## config.mk

```make
export PLATFORM = sky130hd
export DESIGN_NAME = remote_key_rgb_dimmer_flat
export DESIGN_NICKNAME = d
export VERILOG_FILES = /design/src/hw/rtl/rkd_pkg.sv /design/src/hw/rtl/rkd_ifs.sv /design/src/hw/rtl/rkd_repeat_qual.sv /design/src/hw/rtl/rkd_led_ctrl.sv /design/src/hw/rtl/remote_key_rgb_dimmer.sv /design/src/flat_wrapper.sv
export SDC_FILE = /design/constraint.sdc
export NUM_CORES = 1
export LEC_CHECK = 0
export BUFFER_PORTS_ARGS = -buffer_cell sky130_fd_sc_hd__buf_2
export CORE_MARGIN = 4
export CORE_UTILIZATION = 61
export CTS_CLUSTER_DIAMETER = 100
export CTS_CLUSTER_SIZE = 24
export DETAILED_ROUTE_END_ITERATION = 6
export PLACE_DENSITY = 0.81
export REMOVE_ABC_BUFFERS = 1
export SYNTH_ARGS = -nofsm -noshare
export SYNTH_HDL_FRONTEND = slang
export SYNTH_SLANG_ARGS = --single-unit
export TNS_END_PERCENT = 50
```

## constraint.sdc

```tcl
create_clock -name clk -period 7.7 [get_ports clk]
set_input_delay 1.54 -clock clk [delete_from_list [all_inputs] [get_ports clk]]
set_output_delay 1.54 -clock clk [all_outputs]
set_load 0.1 [all_outputs]
```

## src/hw/rtl/rkd_pkg.sv

```systemverilog
// ----------------------------------------------------------------------------
// rkd_pkg
// Shared types, key codes and lookup tables for the remote key RGB dimmer.
// ----------------------------------------------------------------------------
package rkd_pkg;

	// remote key codes
	localparam logic [7:0] BTN_POWER  = 8'd0;
	localparam logic [7:0] BTN_UP     = 8'd1;
	localparam logic [7:0] BTN_DOWN   = 8'd2;
	localparam logic [7:0] BTN_RED    = 8'd3;
	localparam logic [7:0] BTN_GREEN  = 8'd4;
	localparam logic [7:0] BTN_BLUE   = 8'd5;
	localparam logic [7:0] BTN_YELLOW = 8'd6;
	localparam logic [7:0] BTN_DIGIT0 = 8'd7;
	localparam logic [7:0] BTN_DIGIT9 = 8'd16;

	// request kinds
	localparam logic OP_TICK = 1'b0;
	localparam logic OP_KEY  = 1'b1;

	// configuration register indexes
	localparam logic [1:0] CFG_IGNORE_GAP       = 2'd0;
	localparam logic [1:0] CFG_FIRST_REPEAT_GAP = 2'd1;
	localparam logic [1:0] CFG_REPEAT_WINDOW    = 2'd2;

	// configuration reset values
	localparam logic [15:0] IGNORE_GAP_RST       = 16'd10;
	localparam logic [15:0] FIRST_REPEAT_GAP_RST = 16'd25;
	localparam logic [15:0] REPEAT_WINDOW_RST    = 16'd50;
	localparam logic [7:0]  LAST_KEY_RST         = 8'd255;

	// channel enable masks, bit0 red, bit1 green, bit2 blue
	localparam logic [2:0] CH_RED   = 3'b001;
	localparam logic [2:0] CH_GREEN = 3'b010;
	localparam logic [2:0] CH_BLUE  = 3'b100;
	localparam logic [2:0] CH_ALL   = 3'b111;

	typedef struct packed {
		logic [15:0] ignore_gap;
		logic [15:0] first_repeat_gap;
		logic [15:0] repeat_window;
	} cfg_t;

	// qualified key handed from the repeat filter to the led control
	typedef struct packed {
		logic       act;
		logic [7:0] code;
	} qual_t;

	typedef struct packed {
		logic [7:0] red_duty;
		logic [7:0] green_duty;
		logic [7:0] blue_duty;
		logic [3:0] level;
		logic       output_on;
	} led_t;

	// brightness index to pwm duty, indexes past the table hold the top value
	function automatic logic [7:0] duty_lut(input logic [3:0] idx);
		logic [7:0] d;
		case (idx)
			4'd0:    d = 8'd0;
			4'd1:    d = 8'd6;
			4'd2:    d = 8'd12;
			4'd3:    d = 8'd18;
			4'd4:    d = 8'd30;
			4'd5:    d = 8'd45;
			4'd6:    d = 8'd60;
			4'd7:    d = 8'd78;
			4'd8:    d = 8'd92;
			4'd9:    d = 8'd109;
			4'd10:   d = 8'd124;
			4'd11:   d = 8'd140;
			default: d = 8'd156;
		endcase
		return d;
	endfunction

	// digit key to brightness index
	function automatic logic [3:0] digit_lut(input logic [3:0] dig);
		logic [3:0] l;
		case (dig)
			4'd0:    l = 4'd0;
			4'd1:    l = 4'd1;
			4'd2:    l = 4'd2;
			4'd3:    l = 4'd4;
			4'd4:    l = 4'd6;
			4'd5:    l = 4'd7;
			4'd6:    l = 4'd8;
			4'd7:    l = 4'd9;
			4'd8:    l = 4'd10;
			default: l = 4'd12;
		endcase
		return l;
	endfunction

endpackage

```

## src/hw/rtl/rkd_ifs.sv

```systemverilog
// ----------------------------------------------------------------------------
// rkd_ifs
// Valid/ready stream interfaces for dimmer events and led results.
// ----------------------------------------------------------------------------
interface rkd_item_if;
	logic       valid;
	logic       ready;
	logic       op;
	logic [7:0] key_code;

	modport source (output valid, output op, output key_code, input ready);
	modport sink   (input valid, input op, input key_code, output ready);
endinterface

interface rkd_result_if;
	logic       valid;
	logic       ready;
	logic [7:0] red_duty;
	logic [7:0] green_duty;
	logic [7:0] blue_duty;
	logic [3:0] level;
	logic       output_on;

	modport source (output valid, output red_duty, output green_duty,
		output blue_duty, output level, output output_on, input ready);
	modport sink   (input valid, input red_duty, input green_duty,
		input blue_duty, input level, input output_on, output ready);
endinterface

```

## src/hw/rtl/rkd_repeat_qual.sv

```systemverilog
// ----------------------------------------------------------------------------
// rkd_repeat_qual
// Tick counter and repeat filter for remote key presses.
// ----------------------------------------------------------------------------
module rkd_repeat_qual (
	input  logic          clk,
	input  logic          arst_n,
	input  logic          step,
	input  logic          op,
	input  logic [7:0]    key_code,
	input  rkd_pkg::cfg_t cfg,
	output rkd_pkg::qual_t qual
);
	import rkd_pkg::*;

	logic [15:0] ticks_q;
	logic [7:0]  last_key_q;
	logic [15:0] last_key_time_q;
	logic        repeating_q;

	logic [15:0] gap;
	logic        is_new;
	logic        take;

	// repeat decision
	always_comb begin
		gap    = ticks_q - last_key_time_q;
		is_new = (key_code != last_key_q);
		take   = is_new ||
			(!(gap < cfg.ignore_gap) && (repeating_q || !(gap < cfg.first_repeat_gap)));
		qual.act  = step && (op == OP_KEY) && take;
		qual.code = key_code;
	end

	// tick and repeat state
	always_ff @(posedge clk or negedge arst_n) begin
		if (!arst_n) begin
			ticks_q         <= '0;
			last_key_q      <= LAST_KEY_RST;
			last_key_time_q <= '0;
			repeating_q     <= 1'b0;
		end else if (step && op == OP_TICK) begin
			ticks_q <= ticks_q + 16'd1;
		end else if (qual.act) begin
			last_key_q      <= key_code;
			last_key_time_q <= ticks_q;
			repeating_q     <= is_new ? 1'b0 : (gap < cfg.repeat_window);
		end
	end

endmodule

```

## src/hw/rtl/rkd_led_ctrl.sv

```systemverilog
// ----------------------------------------------------------------------------
// rkd_led_ctrl
// Power, brightness and channel state driven by qualified keys.
// ----------------------------------------------------------------------------
module rkd_led_ctrl #(
	parameter int LEVELS = 13
) (
	input  logic           clk,
	input  logic           arst_n,
	input  rkd_pkg::qual_t qual,
	output logic           emit,
	output rkd_pkg::led_t  led
);
	import rkd_pkg::*;

	localparam logic [3:0] TOP_LEVEL = 4'(LEVELS - 1);

	logic [3:0] bright_q;
	logic       power_q;
	logic [2:0] chan_q;

	logic [3:0] bright_d;
	logic       power_d;
	logic [2:0] chan_d;
	logic [3:0] digit_off;
	logic [3:0] digit_lv;
	logic [7:0] duty;

	// key action
	always_comb begin
		bright_d  = bright_q;
		power_d   = power_q;
		chan_d    = chan_q;
		emit      = 1'b0;
		digit_off = 4'(qual.code - BTN_DIGIT0);
		digit_lv  = digit_lut(digit_off);
		if (digit_lv > TOP_LEVEL) begin
			digit_lv = TOP_LEVEL;
		end
		if (qual.act) begin
			case (qual.code)
				BTN_POWER: begin
					power_d = !power_q;
					emit    = 1'b1;
				end
				BTN_UP: begin
					if (bright_q < TOP_LEVEL) begin
						bright_d = bright_q + 4'd1;
						emit     = 1'b1;
					end
				end
				BTN_DOWN: begin
					if (bright_q != 4'd0) begin
						bright_d = bright_q - 4'd1;
						emit     = 1'b1;
					end
				end
				BTN_RED: begin
					power_d = 1'b1;
					chan_d  = CH_RED;
					emit    = 1'b1;
				end
				BTN_GREEN: begin
					power_d = 1'b1;
					chan_d  = CH_GREEN;
					emit    = 1'b1;
				end
				BTN_BLUE: begin
					power_d = 1'b1;
					chan_d  = CH_BLUE;
					emit    = 1'b1;
				end
				BTN_YELLOW: begin
					power_d = 1'b1;
					chan_d  = CH_ALL;
					emit    = 1'b1;
				end
				default: begin
					if (qual.code >= BTN_DIGIT0 && qual.code <= BTN_DIGIT9) begin
						bright_d = digit_lv;
						power_d  = 1'b1;
						emit     = 1'b1;
					end
				end
			endcase
		end
	end

	// duty values from the updated state
	always_comb begin
		duty           = duty_lut(bright_d);
		led.red_duty   = (power_d && chan_d[0]) ? duty : 8'd0;
		led.green_duty = (power_d && chan_d[1]) ? duty : 8'd0;
		led.blue_duty  = (power_d && chan_d[2]) ? duty : 8'd0;
		led.level      = bright_d;
		led.output_on  = power_d;
	end

	// led state
	always_ff @(posedge clk or negedge arst_n) begin
		if (!arst_n) begin
			bright_q <= 4'd0;
			power_q  <= 1'b1;
			chan_q   <= CH_ALL;
		end else begin
			bright_q <= bright_d;
			power_q  <= power_d;
			chan_q   <= chan_d;
		end
	end

endmodule

```

## src/hw/rtl/remote_key_rgb_dimmer.sv

```systemverilog
// ----------------------------------------------------------------------------
// remote_key_rgb_dimmer
// RGB led dimmer driven by 10 ms ticks and decoded remote key codes.
// ----------------------------------------------------------------------------
//  channel   dir  payload                                      notes
//  item      in   op, key_code                                 tick or key request
//  result    out  red/green/blue_duty, level, output_on        one per led refresh
//  cfg       in   cfg_we, cfg_index, cfg_data                  write only
//
//  one request per cycle while the result is not stalled: an input register
//  feeds a single pass of repeat filter and key logic, whose result lands in
//  the output register.
//  a stalled result holds the output register; the input register keeps
//  taking requests while it is empty, then waits for the result to drain.
//  reset clears all state but the data registers; no clearing pass.
// ----------------------------------------------------------------------------
module remote_key_rgb_dimmer #(
	parameter int LEVELS = 13
) (
	input  logic        clk,
	input  logic        arst_n,
	rkd_item_if.sink    item,
	rkd_result_if.source result,
	input  logic        cfg_we,
	input  logic [1:0]  cfg_index,
	input  logic [15:0] cfg_data
);
	import rkd_pkg::*;

	logic       valid_s1;
	logic       op_s1;
	logic [7:0] code_s1;
	logic       advance;

	cfg_t  cfg_q;
	qual_t qual;
	logic  emit;
	led_t  led;

	logic out_valid_q;
	led_t out_q;

	// configuration registers
	always_ff @(posedge clk or negedge arst_n) begin
		if (!arst_n) begin
			cfg_q.ignore_gap       <= IGNORE_GAP_RST;
			cfg_q.first_repeat_gap <= FIRST_REPEAT_GAP_RST;
			cfg_q.repeat_window    <= REPEAT_WINDOW_RST;
		end else if (cfg_we) begin
			case (cfg_index)
				CFG_IGNORE_GAP:       cfg_q.ignore_gap       <= cfg_data;
				CFG_FIRST_REPEAT_GAP: cfg_q.first_repeat_gap <= cfg_data;
				CFG_REPEAT_WINDOW:    cfg_q.repeat_window    <= cfg_data;
				default: ;
			endcase
		end
	end

	// input register
	assign advance    = valid_s1 && (!out_valid_q || result.ready);
	assign item.ready = !valid_s1 || advance;

	always_ff @(posedge clk or negedge arst_n) begin
		if (!arst_n) begin
			valid_s1 <= 1'b0;
		end else if (item.ready) begin
			valid_s1 <= item.valid;
		end
	end

	always_ff @(posedge clk) begin
		if (item.ready && item.valid) begin
			op_s1   <= item.op;
			code_s1 <= item.key_code;
		end
	end

	rkd_repeat_qual u_qual (
		.clk      (clk),
		.arst_n   (arst_n),
		.step     (advance),
		.op       (op_s1),
		.key_code (code_s1),
		.cfg      (cfg_q),
		.qual     (qual)
	);

	rkd_led_ctrl #(
		.LEVELS (LEVELS)
	) u_led (
		.clk    (clk),
		.arst_n (arst_n),
		.qual   (qual),
		.emit   (emit),
		.led    (led)
	);

	// output register
	always_ff @(posedge clk or negedge arst_n) begin
		if (!arst_n) begin
			out_valid_q <= 1'b0;
		end else if (advance) begin
			out_valid_q <= emit;
		end else if (result.ready) begin
			out_valid_q <= 1'b0;
		end
	end

	always_ff @(posedge clk) begin
		if (advance && emit) begin
			out_q <= led;
		end
	end

	assign result.valid      = out_valid_q;
	assign result.red_duty   = out_q.red_duty;
	assign result.green_duty = out_q.green_duty;
	assign result.blue_duty  = out_q.blue_duty;
	assign result.level      = out_q.level;
	assign result.output_on  = out_q.output_on;

endmodule
```

## src/flat_wrapper.sv

```systemverilog
// flat-port wrapper written by rule: the top's interface ports become plain ports
module remote_key_rgb_dimmer_flat import rkd_pkg::*;
#(
	parameter int LEVELS = 13
)
  (clk, arst_n, cfg_we, cfg_index, cfg_data, item_valid, item_op, item_key_code, item_ready, result_valid, result_red_duty, result_green_duty, result_blue_duty, result_level, result_output_on, result_ready);
  rkd_item_if item_i ();
  rkd_result_if result_i ();
  input  logic clk;
  input  logic arst_n;
  input  logic cfg_we;
  input  logic [1:0] cfg_index;
  input  logic [15:0] cfg_data;
  input wire logic [$bits(item_i.valid)-1:0] item_valid;
  input wire logic [$bits(item_i.op)-1:0] item_op;
  input wire logic [$bits(item_i.key_code)-1:0] item_key_code;
  output wire logic [$bits(item_i.ready)-1:0] item_ready;
  output wire logic [$bits(result_i.valid)-1:0] result_valid;
  output wire logic [$bits(result_i.red_duty)-1:0] result_red_duty;
  output wire logic [$bits(result_i.green_duty)-1:0] result_green_duty;
  output wire logic [$bits(result_i.blue_duty)-1:0] result_blue_duty;
  output wire logic [$bits(result_i.level)-1:0] result_level;
  output wire logic [$bits(result_i.output_on)-1:0] result_output_on;
  input wire logic [$bits(result_i.ready)-1:0] result_ready;
  assign item_i.valid = item_valid;
  assign item_i.op = item_op;
  assign item_i.key_code = item_key_code;
  assign item_ready = item_i.ready;
  assign result_valid = result_i.valid;
  assign result_red_duty = result_i.red_duty;
  assign result_green_duty = result_i.green_duty;
  assign result_blue_duty = result_i.blue_duty;
  assign result_level = result_i.level;
  assign result_output_on = result_i.output_on;
  assign result_i.ready = result_ready;
  remote_key_rgb_dimmer #(.LEVELS(LEVELS)) u_core (.clk(clk), .arst_n(arst_n), .item(item_i), .result(result_i), .cfg_we(cfg_we), .cfg_index(cfg_index), .cfg_data(cfg_data));
endmodule
```

* Yosys cells after proc, flatten, opt, wreduce, memory -nomap -nowiden *
Memories as Yosys holds them, arrays and structs flattened.
Index checks and enable logic that the tools add are counted.

cells by class
  muxes and demuxes = 19
  divide/modulo/power cells = 0
  add/subtract/negate cells = 5
  multiply operators = 0
  bitwise logic cells = 2
  equal/unequal tests = 9
  magnitude comparators = 7
  shift-type cells = 0
  reduce and logical (&&, ||, !) cells = 31

operator list
  operator                                                            number
  < comparator 16 bit                                                 3
  == test 8 x 3 -> 1 bit (second input constant)                      3
  2-to-1 mux 4 bit                                                    5
  adder 16 x 1 -> 16 bit (second input constant)                      1
  == test 8 x 2 -> 1 bit (second input constant)                      2
  subtractor 16 bit                                                   1
  one-hot mux 3 bit (4 select lines)                                  1
  one-hot mux 4 bit (3 select lines)                                  1
  logical AND 1 bit                                                   11
  2-to-1 mux 1 bit                                                    9
  == test 8 x 1 -> 1 bit (second input constant)                      1
  greater-or-equal comparator 8 x 3 -> 1 bit (second input constant)  1
  <= comparator 8 x 5 -> 1 bit (second input constant)                1
  zero test 8 bit                                                     1
  inequality test 8 bit                                               1
  AND reduction 2 bit                                                 4
  one-hot mux 1 bit (3 select lines)                                  2
  zero test 1 bit                                                     5
  OR reduction 5 bit                                                  1
  adder 4 x 1 -> 4 bit (second input constant)                        1
  > comparator 4 bit (second input constant)                          1
  logical OR 1 bit                                                    4
  < comparator 4 bit (second input constant)                          1
  nonzero test 4 bit                                                  1
  other kinds (10)                                                    11

storage, ports and cells
  RAM bits = 0
  input port bits = 32
  memory bits (read-only) = 192
  memories kept = 2
  output and inout port bits = 31
  register bits after elaboration = 137
  latch bits = 0

memories
  name              depth  bits a word  rd ports  clocked after Yosys merged registers in  write ports  RTL line       RTL
  (name not given)  16     8            1         0                                        0            rkd_pkg.sv:62  case (idx)
  (name not given)  16     4            1         0                                        0            rkd_pkg.sv:83  case (dig)

* Depth between registers and ports, before layout *
Gate-level depths: netlist of the first run.

  word-level depth = 9
  gate-level depth with buffers = 25

* Cells and area by module *
From an unflattened synthesis of the first run, not the netlist that was laid out.

unflattened totals
  cell total of the unflattened synthesis = 742
  area, all modules = 8246.7 um2

modules (own cells, without submodules)
  module                 sequential area each (um2)  area each (um2)  cells each  times used
  rkd_repeat_qual        1036.0                      3727.3           404         1
  remote_key_rgb_dimmer  2402.3                      3062.9           150         1
  rkd_led_ctrl           205.2                       1456.4           188         1

* Worst setup path after synthesis of the first run *
Ideal clock, no wire load.

  path kind = reg2reg
  from = register u_core.u_qual.ticks_q[0]
  to = register u_core.out_q, in the netlist u_core.result.blue_duty[0] (enable)
  library setup time = 0.415 ns
  stages on the path, launching flop included = 20
  slack = 1.919 ns
  clock period less this slack = 5.781 ns
  path buffers = 2
  data required time = 7.285 ns
  arrival time = 5.366 ns
  cells stage by stage = dfrtp_1 > inv_1 > ha_1 > fa_1 > nor2b_1 > o21ai_0 > a21boi_0 > o21ai_0 > a211oi_1 > o31ai_1 > nand3_1 > o211ai_1 > ha_1 > nand4_1 > or4_1 > o211a_1 > o31a_2 > clkbuf_1 > clkbuf_1 > nor2_1

on the way
  word-level cells in the longest chain between the ends = 9
  elaborated cells on any way between the ends = 11
  classes of those cells = 1 x add/sub; 2 x order compare; 1 x mux; 7 x reduce/logical

ends and longest elaborated chain
  element                 RTL line                      RTL
  start, declared         rkd_repeat_qual.sv:16         logic [15:0] ticks_q;
  start signal, assigned  rkd_repeat_qual.sv:43         ticks_q <= ticks_q + 16'd1;
  subtractor 16 bit (*)   rkd_repeat_qual.sv:27         gap = ticks_q - last_key_time_q;
  < comparator 16 bit     rkd_repeat_qual.sv:30         (!(gap < cfg.ignore_gap) && (repeating_q || !(gap < cfg.first_repeat_gap)));
  zero test 1 bit         rkd_repeat_qual.sv:30
  logical OR 1 bit        rkd_repeat_qual.sv:30
  logical AND 1 bit (*)   rkd_repeat_qual.sv:30
  logical OR 1 bit (*)    rkd_repeat_qual.sv:29         take = is_new ||
  logical AND 1 bit (*)   rkd_repeat_qual.sv:31         qual.act = step && (op == OP_KEY) && take;
  2-to-1 mux 1 bit (*)    rkd_led_ctrl.sv:40            if (qual.act) begin
  logical AND 1 bit (*)   remote_key_rgb_dimmer.sv:110  if (advance && emit) begin
  end signal, assigned    remote_key_rgb_dimmer.sv:111  out_q <= led;
  end, declared           remote_key_rgb_dimmer.sv:41   led_t out_q;

Mark *: on every way between the ends. The rest lies on a longest branch, timed or not.
A chain may end at the register's enable or synchronous reset.

* Worst setup path after layout of the first run *
  from = register u_core.u_qual.ticks_q[0]
  to = register u_core.out_q, in the netlist u_core.result.blue_duty[2], data pin

on the way
  word-level cells in the longest chain between the ends = 9
  elaborated cells on any way between the ends = 14
  classes of those cells = 1 x add/sub; 2 x order compare; 3 x mux; 7 x reduce/logical; 1 x memory

ends and longest elaborated chain
  element                                                          RTL line
  subtractor 16 bit (*)                                            rkd_repeat_qual.sv:27
  < comparator 16 bit                                              rkd_repeat_qual.sv:30
  zero test 1 bit                                                  rkd_repeat_qual.sv:30
  logical OR 1 bit                                                 rkd_repeat_qual.sv:30
  logical AND 1 bit (*)                                            rkd_repeat_qual.sv:30
  logical OR 1 bit (*)                                             rkd_repeat_qual.sv:29
  logical AND 1 bit (*)                                            rkd_repeat_qual.sv:31
  2-to-1 mux 4 bit, or another cell as far along                   rkd_led_ctrl.sv:40
  memory (16 x 8 bit) / logical AND 1 bit (equally long branches)  -

Marks and branches as above.

==> run metrics, run 1 <==
gr ovfl total=0; via/cell ratio=5.833; CTS resizes=0; Max-cap violations=0; Vias=between 5000 and 6000; CP endpoint kind=flop; R2R cell count=21; drt pass-1 iters=6; number of flops mapped to enable cells by yosys=38; All-Layer GR Usage=a little under a quarter; Initial DRC Count=501; largest net degree at the start of global routing=87; syn avg cell area=between 10 and 15 µm²; hold_buf cts=0; worst-path maximum fanout=24; wire length per cell=16.34 µm; DR DRC count=0; register bit total from synthesis=between 100 and 150; Sw Ratio=41.28%; Combinational Power Share=between 50% and 60%; first-pass GRT wire length=27.21 mm; worst path required time=about 7900 ps; initial antenna violation count=0; # clock sinks=137; Nets=907; GP Congestion=0.8893; run status=complete, no violations; post-synthesis sequential area ratio=46.71%; vias in the first global route=5768; hold path cells=2; Clock Skew=roughly 8.6 ps; net load switching power=approximately 0.0015 W; commonest non-fill, non-tap cell in the layout=dfrtp_1; synth warn=0; leakage=approximately 3.9 nW; library cells used by synthesis=77; Crit Path Class=reg -> reg; final-report setup violation count=0; Die Area=14660 µm²; Area Overhead vs Synth=12.93%; I/O pin count=63; Detailed Place HPWL=11.64 mm; Antenna Nets Post-Route=0; total power=around 0.0036 W; clock power share=approximately a fifth; Die Span X=121.1 µm; Antenna Cells=0; Post-Synthesis Cells=about 740; CTS buffer count=17; fmax=roughly 160 MHz; Initial Util=62.06%; Flop pwr share=between 20 and 30%; max-slew violation count=0; clock slew at reported path FFs=60 ps; Hold Path Class=reg -> reg; Peak VDD IR=0.2017 mV; Die H=roughly 120 µm; CP startpoint kind=flop; power density cells=408.0 nW/µm²; Max Buffers Root-to-Sink=2; most frequent cells in the layout=dfrtp_1 (79), inv_1 (75), ha_1 (72), nand2_1 (67), buf_2 (61); Worst-Margin Slew=approximately 1200 ps; I/O Buffers=62; Primary FF master, synth=dfrtp_1; Final Hold Vio Count=0; Yosys top cell area share=25.34%; H-tree depth=4; Tcrit/Tclk final=81.67%; Total Wirelength=16.12 mm; mapped cell area=7800 µm²; setup TNS=0 ps; post-synth top area cell=dfrtp_1; postcts setup bufs=0; Root Buffer=clkbuf_16; Synth area leaders=dfrtp_1 (25%), edfxtp_1 (15%), ha_1 (12%), dfstp_2 (6.7%), mux2_2 (5.8%); worst path arrival time=6460 ps; RSZ-0062 raised after global routing=false; CTS tree=done; Clock Latency Late Sink=430 ps; std cell rows=41; final hold slack=approximately 500 ps; share of layout cells above drive strength 1=22.82%; max_slew headroom=17.28%; R2R Setup Slk=1410 ps; P_int=0.002110 W; Core Region=12570 µm²; Async SR Flop Fraction=72.26%; Final min period=6289 ps
## per-layer routing
layer	up-vias	part of all wire [%]	global-route usage (%)
met2	163	49	38.14
met1	2795	44	30.21
met4	0	2.2	9.419
li1	2760	-	-
met5	-	0	0
met3	39	4.8	5.268
## logic make-up (layout without fill, tap and decap cells)
| kind of cell | count (synthesis) | count (layout) | synth area share [%] |
|---|---|---|---|
| and+or+nand+nor | 201 | 201 | 13.23 |
| AOI/OAI and AO/OA | 152 | 152 | 12.95 |
| DFF | 137 | 137 | 46.71 |
| buffers and inverters | 95 | 173 | 5.149 |
| adders and majority gates | 73 | 73 | 11.81 |
| muxes | 40 | 40 | 5.775 |
| xor gates and xnor gates | 39 | 39 | 4.379 |
## final cells by class
cell class	count	area [µm²]
Multi-Input combinational cell	505	3771
Fill cell	875	3760
Sequential cell	137	3643
Clock buffer	19	432.9
Timing Repair Buffer	66	342.8
Inverter	75	281.5
Tap cell	172	215.2
Clock inverter	13	121.4
## final timing paths
check | startpoint | endpoint
max | u_core.u_qual.ticks_q[0] | u_core.result.blue_duty[2]
max in group asynchronous | arst_n | u_core.cfg_q[40]
min in group asynchronous | arst_n | u_core.u_led.bright_q[1]
min | u_core.u_qual.last_key_time_q[15] | u_core.u_qual.last_key_time_q[15]
max reg2reg | u_core.u_qual.ticks_q[0] | u_core.result.blue_duty[2]
min reg2reg | u_core.u_qual.last_key_time_q[15] | u_core.u_qual.last_key_time_q[15]
## power by group through the flow
stage	Combinational (W)	Clock, W	Sequential [W]
2_1_floorplan	0.00131	0	0.00101
4_1_cts	0.00183	0.000777	0.000991
5_1_grt	0.00205	0.000813	0.00101
6_report	0.00183	0.000766	0.000994
3_5_place_dp	0.00178	0	0.00100
3_3_place_gp	0.00167	0	0.000995
## state kept, by name (all words and copies together) (netlist names)
register / flops
u_core.u_led.bright_q: 4
u_core.result.valid: 1
u_core.u_qual.last_key_time_q: 16
u_core.u_led.chan_q: 3
u_core.result.level: 4
u_core.u_qual.repeating_q: 1
u_core.u_qual.ticks_q: 16
u_core.result.green_duty: 8
u_core.result.red_duty: 8
u_core.result.blue_duty: 8
u_core.valid_s1: 1
u_core.u_qual.last_key_q: 8
u_core.op_s1: 1
u_core.result.output_on: 1
u_core.cfg_q: 48
u_core.u_led.power_q: 1
u_core.code_s1: 8
## synthesized netlist by cell type (7+ instances only)
master / n
a21oi_1: 25
clkbuf_1: 11
dfrtp_1: 79
dfstp_2: 20
edfxtp_1: 38
ha_1: 72
inv_1: 75
mux2_2: 40
nand2_1: 67
nand3_1: 13
nand4_1: 10
nor2_1: 33
nor2b_1: 7
nor3_1: 25
o21a_1: 8
o21ai_0: 54
xnor2_1: 28
xor2_1: 11
## per-stage QoR
step / instance area (µm²) / instances / util (%) / worst slack (ps)
after floorplan: 7680 / 717 / - / 1752
after global placement: 8254 / 955 / 65.67 / 1768
after detailed placement: 8254 / 955 / 65.67 / 1553
after CTS: 8808 / 987 / 70.08 / 1449
after global routing: 8808 / 987 / 70.08 / 1077
final: 8808 / 987 / 70.08 / 1411
## critical path, stage by stage (launching register included)
cell and delay [ps]:
dfrtp_1 420, inv_1 110, ha_1 250, fa_1 430, nor2b_1 120, o21ai_0 100
a21boi_0 240, o21ai_0 180, a211oi_1 320, o31ai_1 190, nand3_1 130, o211ai_1 170
ha_1 360, nand4_1 130, or4_1 550, o211a_1 230, o31a_2 530, o31a_2 410
or2_2 370, ha_1 360, nor3_1 350, nor2_1 90
Note: power is estimated with default switching activity, not from simulation.
==> run 2, diff against run 1 <==
- ABC_AREA: unset -> 1
- CORE_UTILIZATION: 61 -> 55
- PLACE_DENSITY: 0.81 -> 0.77
- clock period: 7.7 -> 5.38 ns (I/O delays scaled with it)
==> run metrics, run 2 <==
run status=complete, no violations (unchanged); Initial Util=56.84% (was 62.06%); Final Hold Vio Count=0 (unchanged); Tcrit/Tclk final=89.57% (was 81.67%); CP endpoint kind=flop (unchanged); max_slew headroom=24.85% (was 17.28%); Peak VDD IR=0.4078 mV (was 0.2017 mV); largest net degree at the start of global routing=63 (was 87); DR DRC count=0 (unchanged); GP Congestion=0.9276 (was 0.8893); Area Overhead vs Synth=13.78% (was 12.93%); Yosys top cell area share=24.77% (was 25.34%); total power=0.004494 W (was 0.003594 W); setup TNS=0 ps (unchanged); clock power share=26.3% (was 21.3%); Nets=1104 (was 907); Flop pwr share=30.0% (was 27.6%); Synth area leaders=dfrtp_1 (25%), edfxtp_1 (14%), ha_1 (11%), nand2_1 (9.6%), inv_1 (7.1%) (was dfrtp_1 (25%), edfxtp_1 (15%), ha_1 (12%), dfstp_2 (6.7%), mux2_2 (5.8%)); CTS buffer count=17 (unchanged); drt pass-1 iters=5 (was 6); Initial DRC Count=352 (was 501); Hold Path Class=reg -> reg (unchanged); final hold slack=480.6 ps (was 499.8 ps); wire length per cell=13.37 µm (was 16.34 µm); synth warn=0 (unchanged); Post-Synthesis Cells=930 (was 737); Sw Ratio=38.97% (was 41.28%); first-pass GRT wire length=27.76 mm (was 27.21 mm); P_int=0.002742 W (was 0.002110 W); max-slew violation count=0 (unchanged); RSZ-0062 raised after global routing=false (unchanged); All-Layer GR Usage=20.91% (was 23.34%); Vias=6028 (was 5757); CTS tree=done (unchanged); I/O Buffers=62 (unchanged); Worst path slowest cell=dfrtp_1 (was or4_1); number of flops mapped to enable cells by yosys=38 (unchanged); via/cell ratio=5.057 (was 5.833); Root Buffer=clkbuf_16 (unchanged); std cell rows=43 (was 41); fmax=207.5 MHz (was 159.0 MHz); mapped cell area=7981 µm² (was 7800 µm²); Combinational Power Share=43.7% (was 51.0%); Die H=128.5 µm (was 121.1 µm); Max-cap violations=0 (unchanged); Most common cell on crit path=nand2_1 (was ha_1); Crit Path Class=reg -> reg (unchanged); max reg flops=48 (unchanged); Die Span X=128.5 µm (was 121.1 µm); Total Wirelength=15.94 mm (was 16.12 mm); Async SR Flop Fraction=72.26% (unchanged); initial antenna violation count=0 (unchanged); CP startpoint kind=flop (unchanged); final-report setup violation count=0 (unchanged); worst-path maximum fanout=8 (was 24); Largest Register=u_core.cfg_q (unchanged); net load switching power=0.001751 W (was 0.001484 W); gr ovfl total=0 (unchanged); Crit path largest cell delay=430 ps (was 550 ps); power density cells=494.8 nW/µm² (was 408.0 nW/µm²); most frequent cells in the layout=nand2_1 (204), inv_1 (151), o21ai_0 (88), dfrtp_1 (79), ha_1 (72) (was dfrtp_1 (79), inv_1 (75), ha_1 (72), nand2_1 (67), buf_2 (61)); Core Region=14040 µm² (was 12570 µm²); Die Area=16500 µm² (was 14660 µm²); worst path required time=5550 ps (was 7870 ps); share of layout cells above drive strength 1=15.61% (was 22.82%); Antenna Nets Post-Route=0 (unchanged); worst path arrival time=4990 ps (was 6460 ps); I/O pin count=63 (unchanged); register bit total from synthesis=137 (unchanged); Clock Skew=8.094 ps (was 8.603 ps); Max Buffers Root-to-Sink=2 (unchanged); library cells used by synthesis=44 (was 77); post-synthesis sequential area ratio=45.65% (was 46.71%); biggest regs=u_core.cfg_q x48, u_core.u_qual.last_key_time_q x16, u_core.u_qual.ticks_q x16 (unchanged); top-count cell post-synth=nand2_1 (was dfrtp_1); Clock Latency Late Sink=430 ps (about the same); Worst-Margin Slew=1124 ps (was 1239 ps); Antenna Cells=0 (unchanged); H-tree depth=4 (unchanged); postcts setup bufs=0 (unchanged); leakage=4.609 nW (was 3.936 nW); vias in the first global route=5914 (was 5768); Detailed Place HPWL=11.34 mm (was 11.64 mm); clock slew at reported path FFs=60 ps (about the same); top cells by instance count after synthesis=nand2_1 (204), inv_1 (151), o21ai_0 (88) (was dfrtp_1 (79), inv_1 (75), ha_1 (72)); syn avg cell area=8.582 µm² (was 10.58 µm²); post-synth top area cell=dfrtp_1 (unchanged); Final min period=4819 ps (was 6289 ps); # clock sinks=137 (unchanged); Primary FF master, synth=dfrtp_1 (unchanged); commonest non-fill, non-tap cell in the layout=nand2_1 (was dfrtp_1)
==> run 2: cell types whose count changed in the layout (fill, tap and decap cells not counted), moves of 16 or more <==
cell	delta
xor2_1	+16
inv_1	+76
xnor2_1	-21
nand2_1	+137
mux2_2	-40
nand3_1	+27
nor3_1	-19
o21ai_0	+34
nor2_1	+31
==> run 2: final cells by class <==
type	count	area [µm²]
clock buffer	19	442.9
clock inverter	13	151.4
fill	1193	4961
inverter	157	591.8
multi-input combinational	621	3691
sequential	137	3643
tap	180	225.2
timing repair buffer	65	335.3
==> run 2: kinds of logic (layout without fill, tap and decap cells) <==
logic type	after synthesis	count (layout)	share of synthesized area, %
AO/OA/AOI/OAI	155	155	10.74
XOR/XNOR	34	34	3.731
adder cells (fa/ha/maj)	73	73	11.54
buffers and inverters	172	254	8.293
flip-flops	137	137	45.65
AND/OR/NAND/NOR	359	359	20.05
==> run 2: final timing paths <==
path	startpoint	end	slack, ps	cells past startpoint
worst min register to register	u_core.cfg_q[24]	u_core.cfg_q[24]	480	2
worst max register to register	u_core.u_qual.ticks_q[2]	u_core.result.blue_duty[1]	560	26
worst max-delay path	u_core.u_qual.ticks_q[2]	u_core.result.blue_duty[1]	560	26
worst min-delay path	u_core.cfg_q[24]	u_core.cfg_q[24]	480	2
min in group asynchronous	arst_n	u_core.cfg_q[2]	720	1
max in group asynchronous	arst_n	u_core.cfg_q[20]	3690	2
==> run 2: power groups by stage <==
| stage | clock network [W] | registers, W | logic, W |
|---|---|---|---|
| 3_5_place_dp | 0 | 0.00136 | 0.00190 |
| 6_report | 0.00118 | 0.00135 | 0.00196 |
| 3_3_place_gp | 0 | 0.00136 | 0.00185 |
| 4_1_cts | 0.00120 | 0.00135 | 0.00197 |
| 5_1_grt | 0.00125 | 0.00137 | 0.00230 |
| 2_1_floorplan | 0 | 0.00135 | 0.00149 |
==> run 2: what timing repair did <==
item,4_1_cts,5_1_grt
setup endpoints to repair,0,15
hold buffers,0,0
gates resized for setup,0,2
==> run 2: per-stage QoR <==
| step | cells | cell area [µm²] | utilization (%) | setup WS [ps] |
|---|---|---|---|---|
| floorplan | 915 | 7911 | - | 183.1 |
| global placement | 1160 | 8478 | 60.38 | 657.7 |
| detailed placement | 1160 | 8478 | 60.38 | 475.5 |
| CTS | 1192 | 9072 | 64.61 | 413.1 |
| global route | 1192 | 9081 | 64.67 | 46.43 |
| finish | 1192 | 9081 | 64.67 | 561.2 |
==> run 2: per-layer routing <==
| metal | GRT usage, % | share of wire, % | wire [µm] | vias up |
|---|---|---|---|---|
| li1 | - | - | - | 3141 |
| met1 | 28.13 | 48 | 7627 | 2773 |
| met2 | 34.26 | 47 | 7534 | 94 |
| met3 | 4.981 | 3.4 | 549 | 20 |
| met4 | 5.493 | 1.4 | 227 | 0 |
| met5 | 0 | 0 | 0 | - |
==> run 2: worst max-delay path: cells and delay by family (launching register included) <==
family | cells | cell delay, ps
DFF | 1 | 430
AOI/OAI and AO/OA | 11 | 2040
buffers and inverters | 1 | 70
adders and majority gates | 3 | 1050
and+or+nand+nor | 11 | 990
==> run 3, diff against run 2 <==
==> constraint.sdc (replaced) <==
create_clock -name clk -period 5.38 [get_ports clk]
set_input_delay 1.345 -clock clk [delete_from_list [all_inputs] [get_ports clk]]
set_output_delay 1.345 -clock clk [all_outputs]
set_load 0.1 [all_outputs]
==> run metrics, run 3 (synthesized netlist as in run 2, its figures left out) <==
H-tree depth=4 (unchanged); Tcrit/Tclk final=86.90% (was 89.57%); CP startpoint kind=flop (unchanged); CTS resizes=0 (unchanged); Max Buffers Root-to-Sink=2 (unchanged); largest net degree at the start of global routing=62 (was 63); Die Span X=128.5 µm (unchanged); Peak VDD IR=0.3644 mV (was 0.4078 mV); Antenna Cells=0 (unchanged); most frequent cells in the layout=nand2_1 (204), inv_1 (151), o21ai_0 (88), dfrtp_1 (79), ha_1 (72) (unchanged); Root Buffer=clkbuf_16 (unchanged); final-report setup violation count=0 (unchanged); Nets=1105 (was 1104); max-slew violation count=0 (unchanged); Vias=6075 (was 6028); drt pass-1 iters=5 (unchanged); commonest non-fill, non-tap cell in the layout=nand2_1 (unchanged); total power=0.004497 W (was 0.004494 W); first-pass GRT wire length=27.28 mm (was 27.76 mm); worst path arrival time=4850 ps (was 4990 ps); postcts setup bufs=0 (unchanged); worst path required time=5550 ps (about the same); max reg flops=48 (unchanged); share of layout cells above drive strength 1=15.70% (was 15.61%); Initial DRC Count=431 (was 352); worst-path maximum fanout=44 (was 8); biggest regs=u_core.cfg_q x48, u_core.u_qual.last_key_time_q x16, u_core.u_qual.ticks_q x16 (unchanged); setup TNS=0 ps (unchanged); vias in the first global route=6059 (was 5914); Worst-Margin Slew=1128 ps (was 1124 ps); Largest Register=u_core.cfg_q (unchanged); run status=complete, no violations (unchanged); Die H=128.5 µm (unchanged); Die Area=16500 µm² (unchanged); RSZ-0062 raised after global routing=false (unchanged); hold_buf cts=0 (unchanged); Area Overhead vs Synth=13.92% (was 13.78%); Detailed Place HPWL=11.36 mm (was 11.34 mm); Core Region=14040 µm² (unchanged); fmax=213.9 MHz (was 207.5 MHz); DR DRC count=0 (unchanged); All-Layer GR Usage=20.51% (was 20.91%); Crit Path Class=reg -> reg (unchanged); Final min period=4675 ps (was 4819 ps); clock slew at reported path FFs=60 ps (about the same); CTS buffer count=17 (unchanged); CP endpoint kind=flop (unchanged); Clock Skew=9.025 ps (was 8.094 ps); power density cells=494.6 nW/µm² (was 494.8 nW/µm²); Hold Path Class=reg -> reg (unchanged); Max-cap violations=0 (unchanged); initial antenna violation count=0 (unchanged); std cell rows=43 (unchanged); I/O pin count=63 (unchanged); R2R cell count=24 (was 26); Clock Latency Late Sink=430 ps (about the same); GP Congestion=0.9306 (was 0.9276); # clock sinks=137 (unchanged); leakage=4.618 nW (was 4.609 nW); wire length per cell=13.26 µm (was 13.37 µm); Antenna Nets Post-Route=0 (unchanged); Total Wirelength=15.82 mm (was 15.94 mm); via/cell ratio=5.092 (was 5.057); gr ovfl total=0 (unchanged); CTS tree=done (unchanged); hold path cells=2 (unchanged); Initial Util=56.84% (unchanged); max_slew headroom=24.61% (was 24.85%); Final Hold Vio Count=0 (unchanged); I/O Buffers=62 (unchanged)
==> run 3: stage by stage <==
stage          setup WS (ps)  instance area, µm²  hold slack [ps]  std cells  util, %
6_report               704.5                9092            478.7       1193    64.75
5_1_grt                64.63                9092            504.1       1193    64.75
4_1_cts                677.1                9092            483.5       1193    64.75
3_5_place_dp           734.5                8486            472.8       1161    60.43
3_3_place_gp           877.2                8486            463.8       1161    60.43
2_1_floorplan          183.1                7911            452.8        915        -
==> run 3: power by group <==
part	switching, W	total [W]	internal [W]
clock	0.000445	0.00121	0.000766
sequential	0.000117	0.00135	0.00123
combinational	0.00117	0.00194	0.000766
total	0.00173	0.00450	0.00276
==> run 3: final cells by class <==
cell class	count	area (µm²)
flip-flops and latches	137	3643
multi-input cells	621	3682
clock inverters	15	181.4
well taps	180	225.2
fillers	1184	4950
inverters	157	591.8
clock buffers	17	425.4
repair buffers	66	342.8
==> run 3: metal layers <==
metal  global-route usage, %  up-vias  routed length [µm]
met2                   33.28      109                7525
met1                   27.09     2792                7443
met4                   8.240        0                 300
met5                       0        -                   0
li1                        -     3143                   -
met3                   4.151       31                 545
==> run 3: worst paths after layout <==
check,slack (ps),end,startpoint
worst min-delay path,480,u_core.u_qual.last_key_q[6],u_core.u_qual.last_key_q[6]
max in group asynchronous,3420,u_core.cfg_q[35],arst_n
min in group asynchronous,990,u_core.cfg_q[2],arst_n
worst min register to register,480,u_core.u_qual.last_key_q[6],u_core.u_qual.last_key_q[6]
worst max register to register,700,u_core.result.red_duty[3],u_core.u_qual.ticks_q[2]
worst max-delay path,700,u_core.result.red_duty[3],u_core.u_qual.ticks_q[2]
==> run 3: critical path: stages (launching register included) <==
cell and delay, ps:
dfrtp_1 420, ha_1 370, a21oi_1 220, o21ai_0 100, a21oi_1 210, o21ai_1 140, a21boi_0 300, o21ai_1 170
xor2_1 290, ha_1 310, nand2_1 80, inv_1 30, o21ai_0 140, nand3_1 90, nor2_1 110, nand2_1 60
nand2_1 170, nand2_4 110, nand2_4 80, buf_4 370, nand2_1 120, nand2_2 130, nand2_2 90, nor2_1 220
nor2_1 90
